--- src/hdl/ssld_pkg.sv ---
// Shared types, widths and constants of the swim stroke and length detector.
// Used by every module of the block; depends on nothing else.
`default_nettype none

package ssld_pkg;

   // Field and register widths.
   localparam int TIME_W     = 32;
   localparam int PC_W       = 16;
   localparam int ACCEL_W    = 13;
   localparam int MS_W       = 16;
   localparam int SPL_W      = 8;
   localparam int STROKES_W  = 15;
   localparam int CSR_IDX_W  = 3;
   localparam int CSR_DATA_W = 16;

   // Register indexes of the configuration port.
   localparam logic [CSR_IDX_W-1:0] REG_PEAK_THRESHOLD     = 3'd0;
   localparam logic [CSR_IDX_W-1:0] REG_MIN_PEAK_MS        = 3'd1;
   localparam logic [CSR_IDX_W-1:0] REG_MAX_AVG_GAP_MS     = 3'd2;
   localparam logic [CSR_IDX_W-1:0] REG_INITIAL_AVG_GAP_MS = 3'd3;
   localparam logic [CSR_IDX_W-1:0] REG_STROKES_PER_LENGTH = 3'd4;

   // Register values after reset.
   localparam logic [ACCEL_W-1:0] RST_PEAK_THRESHOLD     = 13'd1100;
   localparam logic [MS_W-1:0]    RST_MIN_PEAK_MS        = 16'd150;
   localparam logic [MS_W-1:0]    RST_MAX_AVG_GAP_MS     = 16'd2500;
   localparam logic [MS_W-1:0]    RST_INITIAL_AVG_GAP_MS = 16'd1000;
   localparam logic [SPL_W-1:0]   RST_STROKES_PER_LENGTH = 8'd12;

   // Algorithm constants.
   localparam int PCT_FULL      = 100;
   localparam int WIN_BASE      = 200;
   localparam int AVG_MIN_COUNT = 6;
   localparam logic [STROKES_W-1:0] STROKES_MAX = '1;

   // Divider sizing: the running average divides avg*(n-1)+gap by n,
   // the window percentage divides 100*(S-s) by S.
   localparam int APROD_W   = MS_W + PC_W;
   localparam int DIVD_W    = ((APROD_W > TIME_W) ? APROD_W : TIME_W) + 1;
   localparam int DVSR_W    = (PC_W > SPL_W) ? PC_W : SPL_W;
   localparam int STEP_W    = $clog2(DIVD_W + 1);
   localparam int PCT_NUM_W = $clog2(PCT_FULL * ((1 << SPL_W) - 1) + 1);
   localparam int PCT_W     = $clog2(PCT_FULL + 1);

   // Window: avg*(200 + 2*pct) / 100, the division done by a reciprocal
   // multiply that is exact for products below 2^30.
   localparam int FACT_W       = $clog2(WIN_BASE + 2 * PCT_FULL + 1);
   localparam int WPROD_W      = MS_W + FACT_W;
   localparam int RECIP_SHIFT  = 32;
   localparam longint unsigned RECIP_K =
      ((64'd1 << RECIP_SHIFT) + 64'd99) / 64'd100;
   localparam int K_W          = $clog2(RECIP_K);
   localparam int SCALE_W      = WPROD_W + K_W;
   localparam int WIN_W        = SCALE_W - RECIP_SHIFT;
   localparam int WCMP_W       = (TIME_W > WIN_W) ? TIME_W : WIN_W;
   localparam int CMP_W        = PC_W + STROKES_W;

   typedef struct packed {
      logic [ACCEL_W-1:0] accel;
      logic [TIME_W-1:0]  time_ms;
   } req_type;

   typedef struct packed {
      logic                 length_done;
      logic [STROKES_W-1:0] length_strokes;
      logic [TIME_W-1:0]    length_start_ms;
      logic [TIME_W-1:0]    length_end_ms;
      logic                 peak_counted;
   } rsp_type;

   // Commands from the controller to the datapath.
   typedef struct packed {
      logic load;
      logic peak;
      logic peak_commit;
      logic avg_mul;
      logic avg_div;
      logic avg_commit;
      logic pct_div;
      logic pct_zero;
      logic pct_load;
      logic win_mul;
      logic win_scale;
      logic finish;
   } ctrl_cmd_type;

   // Status from the datapath to the controller.
   typedef struct packed {
      logic qualify;
      logic need_avg;
      logic pct_needed;
      logic div_busy;
   } dp_status_type;

endpackage

`default_nettype wire

--- src/hdl/ssld_div.sv ---
// Restoring radix-2 divider, one quotient bit per cycle, shared by the datapath.
// Depends on ssld_pkg for its widths.
`default_nettype none

module ssld_div (
   input  wire logic                          clock,
   input  wire logic                          reset,
   input  wire logic                          start,
   input  wire logic [ssld_pkg::DIVD_W-1:0]   dividend,
   input  wire logic [ssld_pkg::DVSR_W-1:0]   divisor,
   input  wire logic [ssld_pkg::STEP_W-1:0]   steps,
   output logic                               busy,
   output logic      [ssld_pkg::DIVD_W-1:0]   quotient
);

   logic [ssld_pkg::DIVD_W-1:0] quot_ff, quot_in;
   logic [ssld_pkg::DVSR_W-1:0] rem_ff, rem_in;
   logic [ssld_pkg::DVSR_W-1:0] dvsr_ff, dvsr_in;
   logic [ssld_pkg::STEP_W-1:0] cnt_ff, cnt_in;
   logic                        busy_ff, busy_in;
   logic [ssld_pkg::DVSR_W:0]   shifted;
   logic [ssld_pkg::DVSR_W+1:0] trial;

   // The partial remainder takes the next dividend bit from the top of the
   // quotient register; quotient bits enter at the bottom.
   assign shifted = {rem_ff, quot_ff[ssld_pkg::DIVD_W-1]};
   assign trial   = {1'b0, shifted} - {2'b00, dvsr_ff};

   always_comb begin
      quot_in = quot_ff;
      rem_in  = rem_ff;
      dvsr_in = dvsr_ff;
      cnt_in  = cnt_ff;
      busy_in = busy_ff;
      if (start) begin
         quot_in = dividend;
         rem_in  = '0;
         dvsr_in = divisor;
         cnt_in  = steps;
         busy_in = 1'b1;
      end else if (busy_ff) begin
         if (!trial[ssld_pkg::DVSR_W+1]) begin
            rem_in  = trial[ssld_pkg::DVSR_W-1:0];
            quot_in = {quot_ff[ssld_pkg::DIVD_W-2:0], 1'b1};
         end else begin
            rem_in  = shifted[ssld_pkg::DVSR_W-1:0];
            quot_in = {quot_ff[ssld_pkg::DIVD_W-2:0], 1'b0};
         end
         cnt_in = cnt_ff - 1'b1;
         if (cnt_ff == ssld_pkg::STEP_W'(1)) begin
            busy_in = 1'b0;
         end
      end
   end

   always_ff @(posedge clock) begin
      quot_ff <= quot_in;
      rem_ff  <= rem_in;
      dvsr_ff <= dvsr_in;
      if (reset) begin
         cnt_ff  <= '0;
         busy_ff <= 1'b0;
      end else begin
         cnt_ff  <= cnt_in;
         busy_ff <= busy_in;
      end
   end

   assign busy     = busy_ff;
   assign quotient = quot_ff;

endmodule

`default_nettype wire

--- src/hdl/ssld_dp.sv ---
// Datapath: configuration registers, detector state, multipliers, the shared
// divider and the result register. Depends on ssld_pkg and ssld_div.
`default_nettype none

module ssld_dp (
   input  wire logic                                clock,
   input  wire logic                                reset,
   input  wire logic                                csr_wr_en,
   input  wire logic [ssld_pkg::CSR_IDX_W-1:0]      csr_index,
   input  wire logic [ssld_pkg::CSR_DATA_W-1:0]     csr_wdata,
   input  wire ssld_pkg::req_type                   req_data,
   input  wire ssld_pkg::ctrl_cmd_type              cmd,
   output ssld_pkg::dp_status_type                  status,
   output ssld_pkg::rsp_type                        rsp_data
);

   // Configuration.
   logic [ssld_pkg::ACCEL_W-1:0] thr_ff, thr_in;
   logic [ssld_pkg::MS_W-1:0]    min_ff, min_in;
   logic [ssld_pkg::MS_W-1:0]    max_ff, max_in;
   logic [ssld_pkg::MS_W-1:0]    init_ff, init_in;
   logic [ssld_pkg::SPL_W-1:0]   spl_ff, spl_in;

   // Detector state.
   logic                         above_ff, above_in;
   logic [ssld_pkg::TIME_W-1:0]  rise_ff, rise_in;
   logic [ssld_pkg::TIME_W-1:0]  last_ff, last_in;
   logic [ssld_pkg::PC_W-1:0]    pc_ff, pc_in;
   logic [ssld_pkg::MS_W-1:0]    avg_ff, avg_in;
   logic [ssld_pkg::TIME_W-1:0]  first_ff, first_in;

   // Per-sample working registers.
   logic [ssld_pkg::ACCEL_W-1:0] accel_ff, accel_in;
   logic [ssld_pkg::TIME_W-1:0]  time_ff, time_in;
   logic                         counted_ff, counted_in;
   logic [ssld_pkg::APROD_W-1:0] aprod_ff, aprod_in;
   logic [ssld_pkg::PCT_W-1:0]   pct_ff, pct_in;
   logic [ssld_pkg::WPROD_W-1:0] wprod_ff, wprod_in;
   logic [ssld_pkg::WIN_W-1:0]   win_ff, win_in;
   ssld_pkg::rsp_type            rsp_ff, rsp_in;

   logic                            rise_ev, fall_ev, qualify, need_avg;
   logic [ssld_pkg::TIME_W-1:0]     dur, gap;
   logic [ssld_pkg::PC_W-2:0]       strokes;
   logic                            pct_needed, close_len, accept_len, sat;
   logic [ssld_pkg::SPL_W-1:0]      spl_diff;
   logic [ssld_pkg::PCT_NUM_W-1:0]  pct_num;
   logic [ssld_pkg::FACT_W-1:0]     fact;
   logic [ssld_pkg::SCALE_W-1:0]    scaled;
   logic [ssld_pkg::MS_W-1:0]       avg_capped;
   logic                            div_start;
   logic [ssld_pkg::DIVD_W-1:0]     div_dividend, quot;
   logic [ssld_pkg::DVSR_W-1:0]     div_divisor;
   logic [ssld_pkg::STEP_W-1:0]     div_steps;
   logic                            div_busy;
   ssld_pkg::rsp_type               rsp_next;

   // Peak detection on the latched sample.
   assign rise_ev  = (accel_ff > thr_ff) && !above_ff;
   assign fall_ev  = (accel_ff < thr_ff) && above_ff;
   assign dur      = time_ff - rise_ff;
   assign gap      = time_ff - last_ff;
   assign qualify  = fall_ev && (dur > ssld_pkg::TIME_W'(min_ff));
   assign need_avg = qualify && (pc_ff > ssld_pkg::PC_W'(ssld_pkg::AVG_MIN_COUNT));

   // Window percentage and length decision.
   assign strokes    = pc_ff[ssld_pkg::PC_W-1:1];
   assign pct_needed = ssld_pkg::CMP_W'(strokes) < ssld_pkg::CMP_W'(spl_ff);
   assign spl_diff   = spl_ff - ssld_pkg::SPL_W'(strokes);
   assign pct_num    = ssld_pkg::PCT_NUM_W'(ssld_pkg::PCT_FULL)
                       * ssld_pkg::PCT_NUM_W'(spl_diff);
   assign fact       = ssld_pkg::FACT_W'(ssld_pkg::WIN_BASE)
                       + ssld_pkg::FACT_W'({pct_ff, 1'b0});
   assign scaled     = ssld_pkg::SCALE_W'(wprod_ff) * ssld_pkg::SCALE_W'(ssld_pkg::RECIP_K);
   assign close_len  = (pc_ff != '0)
                       && (ssld_pkg::WCMP_W'(gap) > ssld_pkg::WCMP_W'(win_ff));
   assign accept_len = ssld_pkg::CMP_W'(strokes) >= ssld_pkg::CMP_W'(spl_ff >> 2);
   assign sat        = ssld_pkg::CMP_W'(strokes) > ssld_pkg::CMP_W'(ssld_pkg::STROKES_MAX);

   assign avg_capped = (quot > ssld_pkg::DIVD_W'(max_ff))
                       ? max_ff : quot[ssld_pkg::MS_W-1:0];

   // Divider operand selection.
   assign div_start    = cmd.avg_div || cmd.pct_div;
   assign div_dividend = cmd.avg_div
      ? (ssld_pkg::DIVD_W'(aprod_ff) + ssld_pkg::DIVD_W'(gap))
      : {pct_num, {(ssld_pkg::DIVD_W - ssld_pkg::PCT_NUM_W){1'b0}}};
   assign div_divisor  = cmd.avg_div ? ssld_pkg::DVSR_W'(pc_ff)
                                     : ssld_pkg::DVSR_W'(spl_ff);
   assign div_steps    = cmd.avg_div ? ssld_pkg::STEP_W'(ssld_pkg::DIVD_W)
                                     : ssld_pkg::STEP_W'(ssld_pkg::PCT_NUM_W);

   ssld_div u_div (
      .clock    (clock),
      .reset    (reset),
      .start    (div_start),
      .dividend (div_dividend),
      .divisor  (div_divisor),
      .steps    (div_steps),
      .busy     (div_busy),
      .quotient (quot)
   );

   always_comb begin
      rsp_next.length_done     = close_len && accept_len;
      rsp_next.peak_counted    = counted_ff;
      rsp_next.length_start_ms = (close_len && accept_len) ? first_ff : '0;
      rsp_next.length_end_ms   = (close_len && accept_len) ? time_ff : '0;
      if (close_len && !accept_len) begin
         rsp_next.length_strokes = '0;
      end else if (sat) begin
         rsp_next.length_strokes = ssld_pkg::STROKES_MAX;
      end else begin
         rsp_next.length_strokes = ssld_pkg::STROKES_W'(strokes);
      end
   end

   always_comb begin
      thr_in     = thr_ff;
      min_in     = min_ff;
      max_in     = max_ff;
      init_in    = init_ff;
      spl_in     = spl_ff;
      above_in   = above_ff;
      rise_in    = rise_ff;
      last_in    = last_ff;
      pc_in      = pc_ff;
      avg_in     = avg_ff;
      first_in   = first_ff;
      accel_in   = accel_ff;
      time_in    = time_ff;
      counted_in = counted_ff;
      aprod_in   = aprod_ff;
      pct_in     = pct_ff;
      wprod_in   = wprod_ff;
      win_in     = win_ff;
      rsp_in     = rsp_ff;

      if (csr_wr_en) begin
         unique case (csr_index)
            ssld_pkg::REG_PEAK_THRESHOLD: begin
               thr_in = csr_wdata[ssld_pkg::ACCEL_W-1:0];
            end
            ssld_pkg::REG_MIN_PEAK_MS: begin
               min_in = csr_wdata[ssld_pkg::MS_W-1:0];
            end
            ssld_pkg::REG_MAX_AVG_GAP_MS: begin
               max_in = csr_wdata[ssld_pkg::MS_W-1:0];
            end
            ssld_pkg::REG_INITIAL_AVG_GAP_MS: begin
               init_in = csr_wdata[ssld_pkg::MS_W-1:0];
               avg_in  = csr_wdata[ssld_pkg::MS_W-1:0];
            end
            ssld_pkg::REG_STROKES_PER_LENGTH: begin
               spl_in = csr_wdata[ssld_pkg::SPL_W-1:0];
            end
            default: begin
            end
         endcase
      end

      if (cmd.load) begin
         accel_in = req_data.accel;
         time_in  = req_data.time_ms;
      end

      if (cmd.peak) begin
         counted_in = qualify;
         if (rise_ev) begin
            above_in = 1'b1;
            rise_in  = time_ff;
         end
         if (fall_ev) begin
            above_in = 1'b0;
         end
      end

      if (cmd.avg_mul) begin
         aprod_in = ssld_pkg::APROD_W'(avg_ff) * ssld_pkg::APROD_W'(pc_ff - 1'b1);
      end

      if (cmd.avg_commit) begin
         avg_in = avg_capped;
      end

      if (cmd.peak_commit) begin
         last_in = time_ff;
         if (pc_ff != '1) begin
            pc_in = pc_ff + 1'b1;
         end
         if (pc_ff == '0) begin
            first_in = time_ff;
         end
      end

      if (cmd.pct_zero) begin
         pct_in = '0;
      end
      if (cmd.pct_load) begin
         pct_in = quot[ssld_pkg::PCT_W-1:0];
      end

      if (cmd.win_mul) begin
         wprod_in = ssld_pkg::WPROD_W'(avg_ff) * ssld_pkg::WPROD_W'(fact);
      end
      if (cmd.win_scale) begin
         win_in = scaled[ssld_pkg::SCALE_W-1:ssld_pkg::RECIP_SHIFT];
      end

      if (cmd.finish) begin
         rsp_in = rsp_next;
         if (close_len) begin
            above_in = 1'b0;
            pc_in    = '0;
         end
      end
   end

   always_ff @(posedge clock) begin
      accel_ff   <= accel_in;
      time_ff    <= time_in;
      counted_ff <= counted_in;
      aprod_ff   <= aprod_in;
      pct_ff     <= pct_in;
      wprod_ff   <= wprod_in;
      win_ff     <= win_in;
      rsp_ff     <= rsp_in;
      if (reset) begin
         thr_ff   <= ssld_pkg::RST_PEAK_THRESHOLD;
         min_ff   <= ssld_pkg::RST_MIN_PEAK_MS;
         max_ff   <= ssld_pkg::RST_MAX_AVG_GAP_MS;
         init_ff  <= ssld_pkg::RST_INITIAL_AVG_GAP_MS;
         spl_ff   <= ssld_pkg::RST_STROKES_PER_LENGTH;
         above_ff <= 1'b0;
         rise_ff  <= '0;
         last_ff  <= '0;
         pc_ff    <= '0;
         avg_ff   <= ssld_pkg::RST_INITIAL_AVG_GAP_MS;
         first_ff <= '0;
      end else begin
         thr_ff   <= thr_in;
         min_ff   <= min_in;
         max_ff   <= max_in;
         init_ff  <= init_in;
         spl_ff   <= spl_in;
         above_ff <= above_in;
         rise_ff  <= rise_in;
         last_ff  <= last_in;
         pc_ff    <= pc_in;
         avg_ff   <= avg_in;
         first_ff <= first_in;
      end
   end

   assign status.qualify    = qualify;
   assign status.need_avg   = need_avg;
   assign status.pct_needed = pct_needed;
   assign status.div_busy   = div_busy;
   assign rsp_data          = rsp_ff;

endmodule

`default_nettype wire

--- src/hdl/ssld_ctrl.sv ---
// Controller state machine: sequences one sample through the datapath and
// owns both handshakes. Depends on ssld_pkg.
`default_nettype none

module ssld_ctrl (
   input  wire logic                     clock,
   input  wire logic                     reset,
   input  wire logic                     req_valid,
   output logic                          req_stall,
   output logic                          rsp_valid,
   input  wire logic                     rsp_stall,
   input  wire ssld_pkg::dp_status_type  status,
   output ssld_pkg::ctrl_cmd_type        cmd
);

   localparam logic [3:0] ST_IDLE  = 4'd0;
   localparam logic [3:0] ST_PEAK  = 4'd1;
   localparam logic [3:0] ST_AMUL  = 4'd2;
   localparam logic [3:0] ST_ADIV  = 4'd3;
   localparam logic [3:0] ST_AWAIT = 4'd4;
   localparam logic [3:0] ST_PCT   = 4'd5;
   localparam logic [3:0] ST_PWAIT = 4'd6;
   localparam logic [3:0] ST_WMUL  = 4'd7;
   localparam logic [3:0] ST_WSCL  = 4'd8;
   localparam logic [3:0] ST_DONE  = 4'd9;

   logic [3:0] state_ff, state_in;
   logic       rsp_valid_ff, rsp_valid_in;
   logic       out_free;

   assign out_free = !rsp_valid_ff || !rsp_stall;

   always_comb begin
      state_in = state_ff;
      cmd      = '0;
      unique case (state_ff)
         ST_IDLE: begin
            if (req_valid) begin
               cmd.load = 1'b1;
               state_in = ST_PEAK;
            end
         end
         ST_PEAK: begin
            cmd.peak = 1'b1;
            if (status.need_avg) begin
               state_in = ST_AMUL;
            end else begin
               cmd.peak_commit = status.qualify;
               state_in        = ST_PCT;
            end
         end
         ST_AMUL: begin
            cmd.avg_mul = 1'b1;
            state_in    = ST_ADIV;
         end
         ST_ADIV: begin
            cmd.avg_div = 1'b1;
            state_in    = ST_AWAIT;
         end
         ST_AWAIT: begin
            if (!status.div_busy) begin
               cmd.avg_commit  = 1'b1;
               cmd.peak_commit = 1'b1;
               state_in        = ST_PCT;
            end
         end
         ST_PCT: begin
            if (status.pct_needed) begin
               cmd.pct_div = 1'b1;
               state_in    = ST_PWAIT;
            end else begin
               cmd.pct_zero = 1'b1;
               state_in     = ST_WMUL;
            end
         end
         ST_PWAIT: begin
            if (!status.div_busy) begin
               cmd.pct_load = 1'b1;
               state_in     = ST_WMUL;
            end
         end
         ST_WMUL: begin
            cmd.win_mul = 1'b1;
            state_in    = ST_WSCL;
         end
         ST_WSCL: begin
            cmd.win_scale = 1'b1;
            state_in      = ST_DONE;
         end
         ST_DONE: begin
            if (out_free) begin
               cmd.finish = 1'b1;
               state_in   = ST_IDLE;
            end
         end
         default: begin
            state_in = ST_IDLE;
         end
      endcase
   end

   always_comb begin
      if (cmd.finish) begin
         rsp_valid_in = 1'b1;
      end else if (!rsp_stall) begin
         rsp_valid_in = 1'b0;
      end else begin
         rsp_valid_in = rsp_valid_ff;
      end
   end

   always_ff @(posedge clock) begin
      if (reset) begin
         state_ff     <= ST_IDLE;
         rsp_valid_ff <= 1'b0;
      end else begin
         state_ff     <= state_in;
         rsp_valid_ff <= rsp_valid_in;
      end
   end

   assign req_stall = (state_ff != ST_IDLE);
   assign rsp_valid = rsp_valid_ff;

endmodule

`default_nettype wire

--- src/hdl/swim_stroke_length_detector_unit.sv ---
// Swim stroke and length detector, top level. Each accepted transaction
// carries one acceleration sample and its millisecond timestamp and yields
// exactly one result transaction. A sample that needs no division passes
// through the controller states PEAK, PCT, WMUL, WSCL and DONE, and its
// result is registered on leaving DONE. A sample that ends a qualifying peak
// from the eighth peak on also passes through AMUL, ADIV and AWAIT for the
// running-average division. A sample whose stroke count is still below
// strokes_per_length also waits in PWAIT for the window percentage division.
// Both divisions share the single radix-2 divider in the datapath, which
// retires one quotient bit per cycle. A new sample is accepted once the
// previous one has been placed in the result register, even while that
// result is still stalled. Configuration registers may be written at any time
// the block holds no transaction in progress; writing initial_avg_gap_ms also
// reloads the learned average gap. There is no clearing pass after reset.
`default_nettype none

module swim_stroke_length_detector_unit (
   input  wire logic                             clock,
   input  wire logic                             reset,
   // Sample channel.
   input  wire logic                             req_valid,
   output logic                                  req_stall,
   input  wire ssld_pkg::req_type                req_data,
   // Result channel.
   output logic                                  rsp_valid,
   input  wire logic                             rsp_stall,
   output ssld_pkg::rsp_type                     rsp_data,
   // Configuration write port.
   input  wire logic                             csr_wr_en,
   input  wire logic [ssld_pkg::CSR_IDX_W-1:0]   csr_index,
   input  wire logic [ssld_pkg::CSR_DATA_W-1:0]  csr_wdata
);

   // The controller only sequences; every value lives in the datapath.
   ssld_pkg::ctrl_cmd_type  cmd;
   ssld_pkg::dp_status_type status;

   ssld_ctrl u_ctrl (
      .clock     (clock),
      .reset     (reset),
      .req_valid (req_valid),
      .req_stall (req_stall),
      .rsp_valid (rsp_valid),
      .rsp_stall (rsp_stall),
      .status    (status),
      .cmd       (cmd)
   );

   // The datapath holds the configuration, the detector state, the shared
   // divider and the result register that decouples the two channels.
   ssld_dp u_dp (
      .clock     (clock),
      .reset     (reset),
      .csr_wr_en (csr_wr_en),
      .csr_index (csr_index),
      .csr_wdata (csr_wdata),
      .req_data  (req_data),
      .cmd       (cmd),
      .status    (status),
      .rsp_data  (rsp_data)
   );

endmodule

`default_nettype wire

--- config.mk ---
export PLATFORM = sky130hd
export DESIGN_NAME = swim_stroke_length_detector_unit
export DESIGN_NICKNAME = d
export VERILOG_FILES = /design/src/hdl/ssld_pkg.sv /design/src/hdl/ssld_div.sv /design/src/hdl/ssld_dp.sv /design/src/hdl/ssld_ctrl.sv /design/src/hdl/swim_stroke_length_detector_unit.sv
export SDC_FILE = /design/constraint.sdc
export NUM_CORES = 2
export LEC_CHECK = 0
export BUFFER_PORTS_ARGS = -buffer_cell sky130_fd_sc_hd__buf_2
export CORE_AREA = 4 4 411 413
export DETAILED_ROUTE_END_ITERATION = 10
export DIE_AREA = 0 0 415 417
export GPL_TIMING_DRIVEN = 0
export HOLD_SLACK_MARGIN = 0.06
export PLACE_DENSITY = 0.57
export RECOVER_POWER = 25
export SETUP_SLACK_MARGIN = 0.2
export SYNTH_ARGS = -nofsm -noshare
export SYNTH_HDL_FRONTEND = slang
export SYNTH_SLANG_ARGS = --single-unit
--- constraint.sdc ---
create_clock -name clock -period 7.65 [get_ports clock]
set_input_delay 2.295 -clock clock [delete_from_list [all_inputs] [get_ports clock]]
set_output_delay 2.295 -clock clock [all_outputs]
set_load 0.03 [all_outputs]
Word-level counts from Yosys, hierarchy flattened

Cells that the tools add are included.

Add/subtract/negate cells: 9
$mul: 4
Order comparisons: 8
Equality and inequality tests: 20
Muxes and demuxes: 53
Reduce and logical (&&, ||, !) cells: 30

Operators by type and width:

| operator                                                       | number |
|---|---|
| 2-to-1 mux 16 bit                                              | 9 |
| 2-to-1 mux 33 bit                                              | 3 |
| subtractor 32 bit                                              | 2 |
| multiplier 25 x 26 -> 51 bit, second input constant            | 1 |
| case mux 4 bit (10 select lines)                               | 1 |
| adder 32 x 32 -> 33 bit                                        | 1 |
| greater-than comparator 33 x 16 -> 1 bit                       | 1 |
| greater-than comparator 32 x 16 -> 1 bit                       | 1 |
| greater-than comparator 32 x 19 -> 1 bit                       | 1 |
| multiplier 16 x 32 -> 32 bit                                   | 1 |
| 2-to-1 mux 1 bit                                               | 27 |
| multiplier 16 x 9 -> 25 bit                                    | 1 |
| 2-to-1 mux 6 bit                                               | 3 |
| subtractor 17 x 16 -> 18 bit                                   | 1 |
| subtractor 16 x 1 -> 17 bit, second input constant             | 1 |
| adder 16 x 1 -> 16 bit, second input constant                  | 1 |
| == test 4 x 3 -> 1 bit, second input constant                  | 4 |
| greater-than comparator 16 x 3 -> 1 bit, second input constant | 1 |
| zero test 16 bit                                               | 1 |
| 2-to-1 mux 4 bit                                               | 4 |
| inequality test 16 bit, second input constant                  | 1 |
| nonzero test 16 bit                                            | 1 |
| >= comparator 15 x 6 -> 1 bit                                  | 1 |
| less-than comparator 15 x 8 -> 1 bit                           | 1 |
| 29 further kinds                                               | 55 |

Flip-flop bits (word level): 469
Bits of input ports: 69
Output and inout port bits: 83
Word-level logic and storage cells: 154

Longest topological paths before layout

Depth in word-level cells: 9
Gate-level depth with buffers: 34
Depth with buffers taken out: 33

By module

A second synthesis with hierarchy kept.

Cells, all modules: 5240
Area total of the unflattened synthesis: 49449.9 µm²

Modules (own cells, without submodules):

| module    | times used | cells an instance | area an instance (µm²) | sequential area each (µm²) |
|---|---|---|---|---|
| ssld_dp   | 1          | 4849              | 45282.2                | 9919.5 |
| ssld_div  | 1          | 333               | 3782.4                 | 1931.9 |
| ssld_ctrl | 1          | 58                | 385.4                  | 100.1 |

Worst setup path after synthesis

Ideal clock, no wire load.

Path type: flip-flop to flip-flop
From: reg u_dp.pc_ff[0] in the netlist's numbering
To: reg u_dp.aprod_ff[30] in the netlist's numbering, data pin
Setup time: 258 ps
Arrival: 7450 ps
Required time: 7392 ps
Setup slack: -57 ps
Cell stages (with the launch flop): 31
Path buffers: 3
Period minus slack after synthesis: 7707 ps
Cell sequence: dfxtp_1 > buf_1 > clkbuf_1 > inv_1 > ha_1 > nand3_1 > nor3_1 > xor2_1 > clkbuf_1 > nand2_1 > fa_1 > inv_1 > fa_1 > fa_1 > fa_1 > fa_1 > inv_1 > fa_1 > inv_1 > ha_1 > a21o_1 > a21o_1 > a21oi_1 > nand2_1 > a21o_1 > a221oi_1 > o21ai_0 > nor3_1 > o21bai_1 > a21oi_1 > xnor2_1

Word-level cells in the longest chain between the ends: 2

Ends and longest elaborated chain:

| element                      | line           | RTL |
|---|---|---|
| start: declaration           | ssld_dp.sv:28  | `logic [ssld_pkg::PC_W-1:0] pc_ff, pc_in;` |
| start signal: assignment     | ssld_dp.sv:249 | `pc_ff <= pc_in;` |
| subtractor 16 x 1 -> 17 bit  | ssld_dp.sv:179 | `aprod_in = ssld_pkg::APROD_W'(avg_ff) * ssld_pkg::APROD_W'(pc_ff - 1'b1);` |
| multiplier 16 x 32 -> 32 bit | ssld_dp.sv:179 |  |
| end signal: assignment       | ssld_dp.sv:223 | `aprod_ff <= aprod_in;` |
| end: declaration             | ssld_dp.sv:36  | `logic [ssld_pkg::APROD_W-1:0] aprod_ff, aprod_in;` |

Every way passes these cells.
A chain may end at the register's enable or synchronous reset.

Worst setup path in the final report

From: reg u_dp.pc_ff[10] in the netlist's numbering
To: reg u_dp.aprod_ff[31] in the netlist's numbering, data pin

Same word-level chain as after synthesis.

==> flow_metrics.py <==
metrics = {
    "global_route": {
        "grt_max_degree": 40,
        "antenna_found_initial": 4,
        "grt_use_total": 0.160,
        "grt_first_pass_wirelength_um": 218000,
        "grt_pass1_vias": 38000,
        "grt_overflow": 0,
    },
    "critical_path": {
        "cp_common_cell": "fa_1",
        "cp.required_ns": 8.02,
        "critPathKind": "reg2reg",
        "worstSetupStartpoint": "u_dp.pc_ff[10]",
        "crit_buf_inv": 8,
        "reg2reg_from": "u_dp.pc_ff[10]",
        "critical_path.top_delay_family": "adder cells",
        "end_kind": "register",
        "cp_max_fo": 5,
        "worstPathArrival_ns": 7.81,
        "cpMaxStageDelayCell": "or4_4",
        "critPathLaunchType": "register",
        "max_stage_delay_ns": 0.53,
    },
    "clock_tree": {
        "numCtsBuffers": 54,
        "cts_root_buf": "clkbuf_16",
        "cts_hold_buf": 0,
        "clkSinkCount": 468,
        "clk_pin_slew_ns": 0.06,
        "clk_latency_ns": 0.65,
        "htreeDepth": 2,
        "clockBufferDepth": 3,
        "cts_tree": "yes",
    },
    "timing": {
        "max-slew-margin-rel": -0.709,
        "setup_viol_count_final": 0,
        "final.period_utilization": 0.972,
        "holdWs_ns": 0.454,
        "tns_ns": 0,
        "finClkSkew_ns": 0.0288,
        "hold_violations": 0,
        "fin_crit_ns": 7.44,
        "drv_slew": 45,
        "tightest_slew_ns": 2.55,
        "timing.fmax_ghz": 0.134,
        "rsz0062_at_grt": "yes",
    },
    "yosys": {
        "synthCells": 5125,
        "yosysWarningCount": 0,
        "synth.avg_cell_area_um2": 9.62,
        "ys_seq_area_frac": 0.242,
        "syn-num-nets": 6371,
        "ys_types": 91,
        "syn_area_um2": 49300,
        "synth_mux_area_frac": 0.0203,
        "synth_top_family_by_area": "adder cells",
        "synth-seq-cells": 468,
        "synth_ff_type": "edfxtp_1",
        "async_reset_ff_frac": 0,
        "yosys.area_share.simple": 0.133,
        "synthAdderAreaFrac": 0.385,
        "synth_edf_count": 258,
        "synthXorXnorAreaFrac": 0.0332,
        "synth_compound_area_frac": 0.100,
    },
    "final_layout": {
        "nNetsFinal": 6689,
        "fillers": 16900,
        "instances_no_fill": 7679,
        "layout_common_cells": "inv_1, ha_1, fa_1, nand2_1, edfxtp_1",
        "mostFrequentLayoutCell": "inv_1",
        "seq_area_um2": 12000,
        "drive_above_1_share": 0.106,
        "multiInputGateArea_um2": 33800,
        "area_growth_pct": 14.6,
    },
    "detailed_routing": {
        "drt_iter0_markers": 2210,
        "postRouteAntennaNets": 0,
        "wl_um": 140000,
        "route.detailed.drc": 0,
        "first_pass_iters": 6,
        "wl_per_cell_um": 18.3,
        "vias_per_cell": 4.78,
        "num_vias": 36700,
    },
    "floorplanning": {
        "die_area_um2": 173000,
        "core_area_um2": 165000,
        "rows": 149,
        "pin_count": 152,
        "start_util": 0.299,
        "fp.dieW_um": 415,
        "chipHeight_um": 417,
    },
    "job": {
        "cap_violations": 3,
    },
    "outcome": {
        "violations": "max-capacitance violations, max-slew violations",
        "status": "finished, violations left",
    },
    "worst_hold_path": {
        "hp-class": "reg2reg",
        "worstHoldStart": "u_dp.last_ff[4]",
    },
    "place": {
        "hpwl_um": 113000,
        "dp_cells": 7472,
        "gp_congestion": 0.906,
        "io_buffer_count": 150,
    },
}
## sequential cells by signal (all words and copies together), names as in the netlist, 7 cells and up
name                 count
u_dp.aprod_ff           32
u_dp.first_ff           32
u_dp.u_div.dvsr_ff      16
u_dp.last_ff            32
u_dp.win_ff             19
u_dp.min_ff             16
u_dp.pc_ff              16
u_dp.rsp_data           81
u_dp.u_div.rem_ff       16
u_dp.pct_ff              7
u_dp.rise_ff            32
u_dp.time_ff            32
u_dp.u_div.quotient     33
u_dp.wprod_ff           24
u_dp.avg_ff             16
u_dp.spl_ff              8
u_dp.max_ff             16
u_dp.accel_ff           13
u_dp.thr_ff             13
## per-layer routing
metal  vias up  global-route usage  wire [um]  part of all wire
met4         0              0.0353       3150             0.022
met2       852               0.279      68500              0.49
li1      17400                   -          -                 -
met5         -                   0          0                 0
met1     18300               0.212      61600              0.44
met3       180              0.0196       6990             0.050
## per-stage QoR
| stage | utilization | setup WS, ns | instance area [um2] |
|---|---|---|---|
| global placement | 0.321 | -2.08 | 52800 |
| finish | 0.343 | 0.213 | 56500 |
| detailed placement | 0.322 | -2.15 | 53000 |
| global route | 0.343 | -0.0935 | 56500 |
| floorplan | - | 0.214 | 49300 |
| CTS | 0.340 | 0.186 | 56100 |
## cell type report
class                      instances  area share
multi-input combinational       3547       0.598
antenna                            1   0.0000443
clock inverter                    28     0.00558
sequential                       468       0.212
tap                             2189      0.0484
timing repair buffer             262      0.0296
buffer                           168      0.0165
inverter                         942      0.0628
clock buffer                      74      0.0278
## tightest hold or removal path: cells and delay by family (launching register included)
| kind | cells | cell delay (ns) |
|---|---|---|
| and+or+nand+nor | 1 | 0.05 |
| AOI/OAI and AO/OA | 1 | 0.05 |
| DFF | 1 | 0.31 |
## final timing paths
check                       to  slack [ns]  cells past startpoint
max          u_dp.aprod_ff[31]        0.21                     30
min reg2reg    u_dp.last_ff[4]        0.45                      2
min            u_dp.last_ff[4]        0.45                      2
max reg2reg  u_dp.aprod_ff[31]        0.21                     30
## Yosys cell counts (all sizes together) (98+ instances only)
| master | n | area share |
|---|---|---|
| mux2i | 98 | 0.020 |
| o21ai | 137 | 0.014 |
| nor2 | 229 | 0.017 |
| xnor2 | 120 | 0.021 |
| a21oi | 256 | 0.028 |
| fa | 566 | 0.23 |
| inv | 939 | 0.071 |
| dfxtp | 210 | 0.085 |
| edfxtp | 258 | 0.16 |
| clkbuf | 148 | 0.011 |
| nand2 | 482 | 0.038 |
| and2 | 264 | 0.034 |
| ha | 611 | 0.16 |
## repair_timing
| action | CTS | global route |
|---|---|---|
| pin swaps | 59 | 53 |
| resized for setup | 144 | 63 |
| gates cloned | 0 | 0 |
| endpoints found under the setup margin | 27 | 34 |
| buffers inserted | 63 | 40 |
## kinds of logic (layout without fill, tap and decap cells)
logic type,count (synthesis),count (layout)
and+or+nand+nor,1323,1323
xor gates and xnor gates,187,187
buffers and inverters,1110,1474
DFF,468,468
adders and majority gates,1177,1177
AOI/OAI and AO/OA,760,760
muxes,100,100
other,0,1
Power is left out: the tool's default activity adds up to more than one toggle a clock period on the data nets, which glitch-free logic cannot reach.
